<file path="src/sv/stes_pkg.sv">
`timescale 1ns / 1ps
package stes_pkg;

  localparam int TABLE_BITS = 6;
  localparam int POLY_TERMS = 6;
  localparam int MAX_TERMS  = 8;
  localparam int TAB_N      = 1 << TABLE_BITS;
  localparam int SH         = 59 - TABLE_BITS;
  localparam int XR_W       = SH - 26;
  localparam int ACC_W      = 35;

  localparam int MID_DEPTH  = 8;
  localparam int MID_AW     = $clog2(MID_DEPTH);
  localparam int MID_CW     = $clog2(MID_DEPTH + 1);
  localparam int OUT_DEPTH  = 16;
  localparam int OUT_AW     = $clog2(OUT_DEPTH);
  localparam int OUT_CW     = $clog2(OUT_DEPTH + 1);

  localparam logic [31:0] FOUR_OVER_PI_HI = 32'hA2F9836E;
  localparam logic [31:0] FOUR_OVER_PI_LO = 32'h4E441529;
  localparam logic [31:0] PI4_Q32         = 32'hC90FDAA2;
  localparam logic [39:0] PI4_Q40         = 40'hC90FDAA221;

  typedef logic signed [ACC_W-1:0] coef_t;
  typedef logic [31:0] tab_t [TAB_N];

  localparam coef_t SIN_COEF [MAX_TERMS] = '{
    coef_t'(0), coef_t'(64'sd4294967296), coef_t'(0), coef_t'(-64'sd715827883),
    coef_t'(0), coef_t'(64'sd35791394), coef_t'(0), coef_t'(-64'sd852176)
  };
  localparam coef_t COS_COEF [MAX_TERMS] = '{
    coef_t'(64'sd4294967296), coef_t'(0), coef_t'(-64'sd2147483648), coef_t'(0),
    coef_t'(64'sd178956971), coef_t'(0), coef_t'(-64'sd5965232), coef_t'(0)
  };

  localparam longint unsigned SIN_DIV [MAX_TERMS] = '{6, 20, 42, 72, 110, 156, 210, 272};
  localparam longint unsigned COS_DIV [MAX_TERMS] = '{2, 12, 30, 56, 90, 132, 182, 240};

  typedef struct packed {
    logic              tiny;
    logic [31:0]       tval;
    logic              sgn;
    logic              use_cos;
    logic [TABLE_BITS-1:0] idx;
    logic [XR_W-1:0]   xr;
  } stes_item_t;

  // Taylor series at a table point, evaluated at elaboration only
  function automatic tab_t build_tab(input bit cosine);
    tab_t              tab;
    longint unsigned   x;
    longint unsigned   x2;
    longint unsigned   term;
    longint            sum;
    for (int i = 0; i < TAB_N; i++) begin
      x    = (longint'(i) * longint'(PI4_Q40)) >> (TABLE_BITS + 8);
      x2   = (x * x + (64'd1 << 31)) >> 32;
      term = cosine ? (64'd1 << 32) : x;
      sum  = longint'(term);
      for (int k = 1; k <= MAX_TERMS; k++) begin
        if (cosine) begin
          term = ((term * x2 + (64'd1 << 31)) >> 32) / COS_DIV[k-1];
        end else begin
          term = ((term * x2 + (64'd1 << 31)) >> 32) / SIN_DIV[k-1];
        end
        if ((k % 2) == 1) sum = sum - longint'(term);
        else sum = sum + longint'(term);
      end
      if (sum < 0) sum = 0;
      if (sum > longint'(64'd1 << 32)) sum = longint'(64'd1 << 32);
      tab[i] = 32'((longint'(sum) + 1) >> 1);
    end
    return tab;
  endfunction

  localparam tab_t SIN_TAB = build_tab(1'b0);
  localparam tab_t COS_TAB = build_tab(1'b1);

endpackage

</file>
<file path="src/sv/stes_front.sv">
`timescale 1ns / 1ps
module stes_front import stes_pkg::*; (
  input  logic              clk_i,
  input  logic              rst_ni,
  input  logic              push_i,
  output logic              full_o,
  input  logic signed [31:0] angle_i,
  output logic              valid_o,
  output stes_item_t        item_o,
  input  logic              pop_i
);

  logic acc_in;
  logic pop_ok;
  logic [MID_CW-1:0] occ_q, occ_d;

  logic v1_q, v2_q, v3_q;
  logic neg1_q, tiny1_q, neg2_q, tiny2_q;
  logic [31:0] mag1_q, tv1_q, tv2_q, tv3_q;
  logic [63:0] ph2_q;
  logic [31:0] plh2_q;
  logic [SH:0] d3_q;
  logic [TABLE_BITS-1:0] idx3_q;
  logic sgn3_q, usec3_q, tiny3_q;

  logic [31:0] mag;
  logic [63:0] pl;
  logic [63:0] p;
  logic s_b, q_b, h_b;
  logic [TABLE_BITS-1:0] t_b;
  logic [SH-1:0] frac;
  logic [SH:0] d;
  logic [XR_W+31:0] prod;
  stes_item_t wr_item;

  stes_item_t mem_q [MID_DEPTH];
  logic [MID_AW-1:0] wp_q, rp_q;
  logic [MID_CW-1:0] cnt_q;

  // occupancy counts items in flight plus queued, so the pipe never stalls
  assign full_o = (occ_q == MID_CW'(MID_DEPTH));
  assign acc_in = push_i && !full_o;
  assign valid_o = (cnt_q != '0);
  assign pop_ok = pop_i && valid_o;
  assign item_o = mem_q[rp_q];
  assign occ_d = occ_q + MID_CW'(acc_in) - MID_CW'(pop_ok);

  always_comb begin
    mag = angle_i[31] ? 32'(-angle_i) : angle_i;
    pl  = 64'(mag1_q) * 64'(FOUR_OVER_PI_LO);
    p   = ph2_q + {32'b0, plh2_q};
    s_b = p[SH+TABLE_BITS];
    q_b = p[SH+TABLE_BITS+1];
    h_b = p[SH+TABLE_BITS+2];
    t_b = p[SH+TABLE_BITS-1:SH];
    frac = p[SH-1:0];
    d = s_b ? ({1'b1, {SH{1'b0}}} - {1'b0, frac}) : {1'b0, frac};
    prod = (XR_W+32)'(d3_q[SH:27]) * (XR_W+32)'(PI4_Q32);
    wr_item.tiny    = tiny3_q;
    wr_item.tval    = tv3_q;
    wr_item.sgn     = sgn3_q;
    wr_item.use_cos = usec3_q;
    wr_item.idx     = idx3_q;
    wr_item.xr      = prod[XR_W+31:32];
  end

  always_ff @(posedge clk_i or negedge rst_ni) begin
    if (!rst_ni) begin
      v1_q  <= 1'b0;
      v2_q  <= 1'b0;
      v3_q  <= 1'b0;
      occ_q <= '0;
      wp_q  <= '0;
      rp_q  <= '0;
      cnt_q <= '0;
    end else begin
      v1_q  <= acc_in;
      v2_q  <= v1_q;
      v3_q  <= v2_q;
      occ_q <= occ_d;
      if (v3_q) wp_q <= wp_q + 1'b1;
      if (pop_ok) rp_q <= rp_q + 1'b1;
      cnt_q <= cnt_q + MID_CW'(v3_q) - MID_CW'(pop_ok);
    end
  end

  always_ff @(posedge clk_i) begin
    neg1_q  <= angle_i[31];
    tiny1_q <= (mag < 32'd2);
    mag1_q  <= mag;
    tv1_q   <= angle_i << 2;
    ph2_q   <= 64'(mag1_q) * 64'(FOUR_OVER_PI_HI);
    plh2_q  <= pl[63:32];
    neg2_q  <= neg1_q;
    tiny2_q <= tiny1_q;
    tv2_q   <= tv1_q;
    d3_q    <= d;
    idx3_q  <= s_b ? ~t_b : t_b;
    sgn3_q  <= neg2_q ^ h_b;
    usec3_q <= q_b ^ s_b;
    tiny3_q <= tiny2_q;
    tv3_q   <= tv2_q;
    if (v3_q) mem_q[wp_q] <= wr_item;
  end

endmodule

</file>
<file path="config.mk">
export PLATFORM = sky130hd
export DESIGN_NAME = stes_front
export DESIGN_NICKNAME = d
export VERILOG_FILES = /design/src/sv/stes_pkg.sv /design/src/sv/stes_front.sv
export SDC_FILE = /design/constraint.sdc
export NUM_CORES = 2
export LEC_CHECK = 0
export BUFFER_PORTS_ARGS = -buffer_cell sky130_fd_sc_hd__buf_2
export CELL_PAD_IN_SITES_DETAIL_PLACEMENT = 0
export CELL_PAD_IN_SITES_GLOBAL_PLACEMENT = 2
export CORE_MARGIN = 5
export CORE_UTILIZATION = 41
export DETAILED_ROUTE_END_ITERATION = 8
export GPL_TIMING_DRIVEN = 0
export PLACE_DENSITY_LB_ADDON = 0.1
export SYNTH_ARGS = -nofsm -noshare
export SYNTH_HDL_FRONTEND = slang
export SYNTH_SLANG_ARGS = --single-unit
</file>
<file path="constraint.sdc">
create_clock -name clk_i -period 13.5 [get_ports clk_i]
set_input_delay 0.675 -clock clk_i [delete_from_list [all_inputs] [get_ports clk_i]]
set_output_delay 0.675 -clock clk_i [all_outputs]
set_load 0.01 [all_outputs]
</file>
==> metrics <==
clock skew 0.0479 ns; post-synth top area cell fa_1; All-Layer GR Usage 0.221; GPL Wtd Cong 0.891; final net count 8,114; Crit path max-delay family adder cells; cells after synthesis 5,857; Skew-Pair Late Insertion Delay 0.65 ns; setup TNS 0 ns; root buffer cell clkbuf_16; post-synth top area share 0.266; CP bufs+invs 4; worst-margin pin slew 1.46 ns; Ports 106; share of cells above drive strength 1 0.0878; post-DR wirelength/cell 23.2 um; post-synth cell types 95; Startpoint Class flop; #FFs+latches synth 797; maxcap violations 0; Avg Cell Area, Syn 12.2 um^2; Slowest-stage cell, CP dfxtp_1; # DRC 0; drt total wl 197 mm; yosys warns 0; Bufs on Longest Clock Path 3; Core ar. 0.174 mm^2; Starting Density 0.412; crit-path cells fa_1 -> fa_1 -> fa_1 -> inv_1 -> fa_1 -> inv_1 -> fa_1 -> fa_1 -> fa_1 -> inv_1 -> fa_1 -> inv_1 -> ha_1 -> nand3_1 -> nor3b_1 -> a21oi_1 -> o21ai_0 -> a211oi_1 -> o41ai_1 -> a21o_1 -> a211o_1 -> a221oi_1 -> xnor2_1; Worst-path clk slew 0.06 ns; gr ovfl total 0; H-tree levels 3; Post-synth EDFFs 528; largest net degree at the start of global routing 26; Setup-failing EPs final 0; Worst EP required 14.04 ns; CP Max Fanout 16; Synth Cell Area 0.0716 mm^2; Top FF cell, synth edfxtp_1; routed via count 42,700; relative slew slack 0.0274; DRT iter0 DRCs 2,528; Via density 5.04; number of buffers created by CTS 79; Slew Limit Fails 0; I/O Buffers 103; height of the die 428 um; data arrival time at the worst-slack endpoint 9.94 ns; synth top area cells fa_1, edfxtp_1, ha_1; TritonRoute pass-1 iters 5; P&R area growth vs syn 9.78%; min cycle time layout 9.40 ns; full die area 0.183 mm^2; outcome complete, no violations; Async SR Flop Fraction 0.0213; Max Freq 106 MHz; Crit. End Element flop; sequential share of the synthesized area 0.298; Fin. Hold Viols 0; clk sinks 797; first-pass GRT wire length 300 mm; critical path class reg2reg; Die Wd 428 um; RSZ-0062 raised after global routing false; initial antenna violation count 10; Core Util, Final 0.452; most frequent CP cell fa_1; fin crit share 0.696; ANT nets after route 0; largest stage delay on the critical path 1.26 ns; vias in the first global route 46,800; type of the tightest min-delay check in2reg; # rows 153; HPWL Detailed 164 mm; CTS tree yes
## flip-flops by register name, summed over array words and instances, names as in the netlist
name and count:
cnt_q 4, d3_q 27, idx3_q 6, mag1_q 32
mem_q 528, neg1_q 1, neg2_q 1, occ_q 4
ph2_q 61, plh2_q 31, rp_q 3, sgn3_q 1
tiny1_q 1, tiny2_q 1, tiny3_q 1, tv1_q 29
tv2_q 29, tv3_q 30, usec3_q 1, v1_q 1
v2_q 1, v3_q 1, wp_q 3
## path summary, 6_finish.rpt
path / start / endpoint / slack, ns / cells past startpoint
max: mag1_q[10] / ph2_q[59] / 4.10 / 23
min: angle_i[13] / tv1_q[15] / 0.17 / 1
max reg2reg: mag1_q[10] / ph2_q[59] / 4.10 / 23
min reg2reg: tv1_q[4] / tv2_q[4] / 0.32 / 0
max in group asynchronous: rst_ni / cnt_q[2] / 12.75 / 2
min in group asynchronous: rst_ni / rp_q[0] / 0.47 / 2
## cell families after synthesis
family | share of synthesized area
mux | 0.0533
flops | 0.298
xor+xnor | 0.0275
compound gates | 0.0507
other cells | 0.0000524
fa+ha+maj | 0.449
simple gates | 0.0429
buf+inv | 0.0789
## per-layer routing
metal / vias to the layer above / global-route usage / wire length [um]
met4: 0 / 0.0428 / 3960
li1: 19900 / - / -
met3: 175 / 0.0154 / 5910
met1: 22000 / 0.308 / 89000
met2: 693 / 0.383 / 98200
met5: - / 0 / 0
## cell usage in the layout, fill, tap and decap left out, types with 14 or more instances in the layout
cell type / n
fa_1: 950
nand4_1: 34
clkbuf_16: 79
xor2_1: 62
mux2_2: 70
o21ai_0: 117
edfxtp_1: 528
inv_1: 1419
mux4_2: 132
clkinv_2: 14
o31ai_1: 17
o21bai_1: 17
and3_1: 34
o21a_1: 14
buf_6: 16
nor4_1: 22
a21oi_1: 145
a21o_1: 71
xnor2_1: 163
dfxtp_1: 237
nand2b_1: 27
dfrtp_1: 17
nor3_1: 41
a31oi_1: 16
buf_1: 15
buf_2: 111
and2_1: 17
dfxtp_2: 15
nand3_1: 53
nand2_1: 123
clkbuf_1: 66
nor2b_1: 22
nor2_1: 132
ha_1: 1046
a211oi_1: 30
## synthesized netlist by cell type (all sizes together) (9+ instances only)
cell type	instances
nand4	36
dfxtp	252
nor2	138
inv	1419
mux4	132
nand2	123
buf	27
nand2b	27
ha	1046
or2	14
o21bai	17
o31ai	17
xnor2	163
and2	19
edfxtp	528
a221oi	9
fa	950
a21o	71
nand3	53
mux2	71
o211ai	11
o2111ai	10
o21a	14
a211oi	30
dfrtp	17
nor3	44
a2111oi	9
clkbuf	50
nor2b	22
o21ai	125
and3	34
a31oi	17
nor4	24
and4	11
xor2	62
or3	15
a21oi	146
## per-stage QoR
step / hold WS [ns] / setup WS [ns] / instance area, um^2 / cells
global placement: 0.312 / 2.55 / 75000 / 8286
CTS: 0.116 / 3.98 / 78600 / 8474
floorplan: 0.310 / 5.99 / 71600 / 5858
global route: 0.133 / 3.55 / 78600 / 8474
detailed placement: 0.312 / 4.02 / 75800 / 8325
finish: 0.169 / 4.10 / 78600 / 8477
## cell type report
| cell class | count | area (um^2) |
|---|---|---|
| antenna | 3 | 7.51 |
| multi-input combinational | 3565 | 44700 |
| timing repair buffer | 143 | 1240 |
| tap | 2325 | 2910 |
| clock buffer | 100 | 2110 |
| buffer | 77 | 322 |
| sequential | 797 | 21300 |
| fill | 16300 | 95300 |
| clock inverter | 48 | 651 |
| inverter | 1419 | 5330 |
## timing repair
action                                  CTS  global route
hold endpoints to repair                 17             0
gates resized for setup                   0             0
setup buffers                             0             0
endpoints found under the setup margin    0             0
hold buffers                              1             0
Power is left out: the tool's default activity adds up to more than one toggle a clock period on the data nets, which glitch-free logic cannot reach.
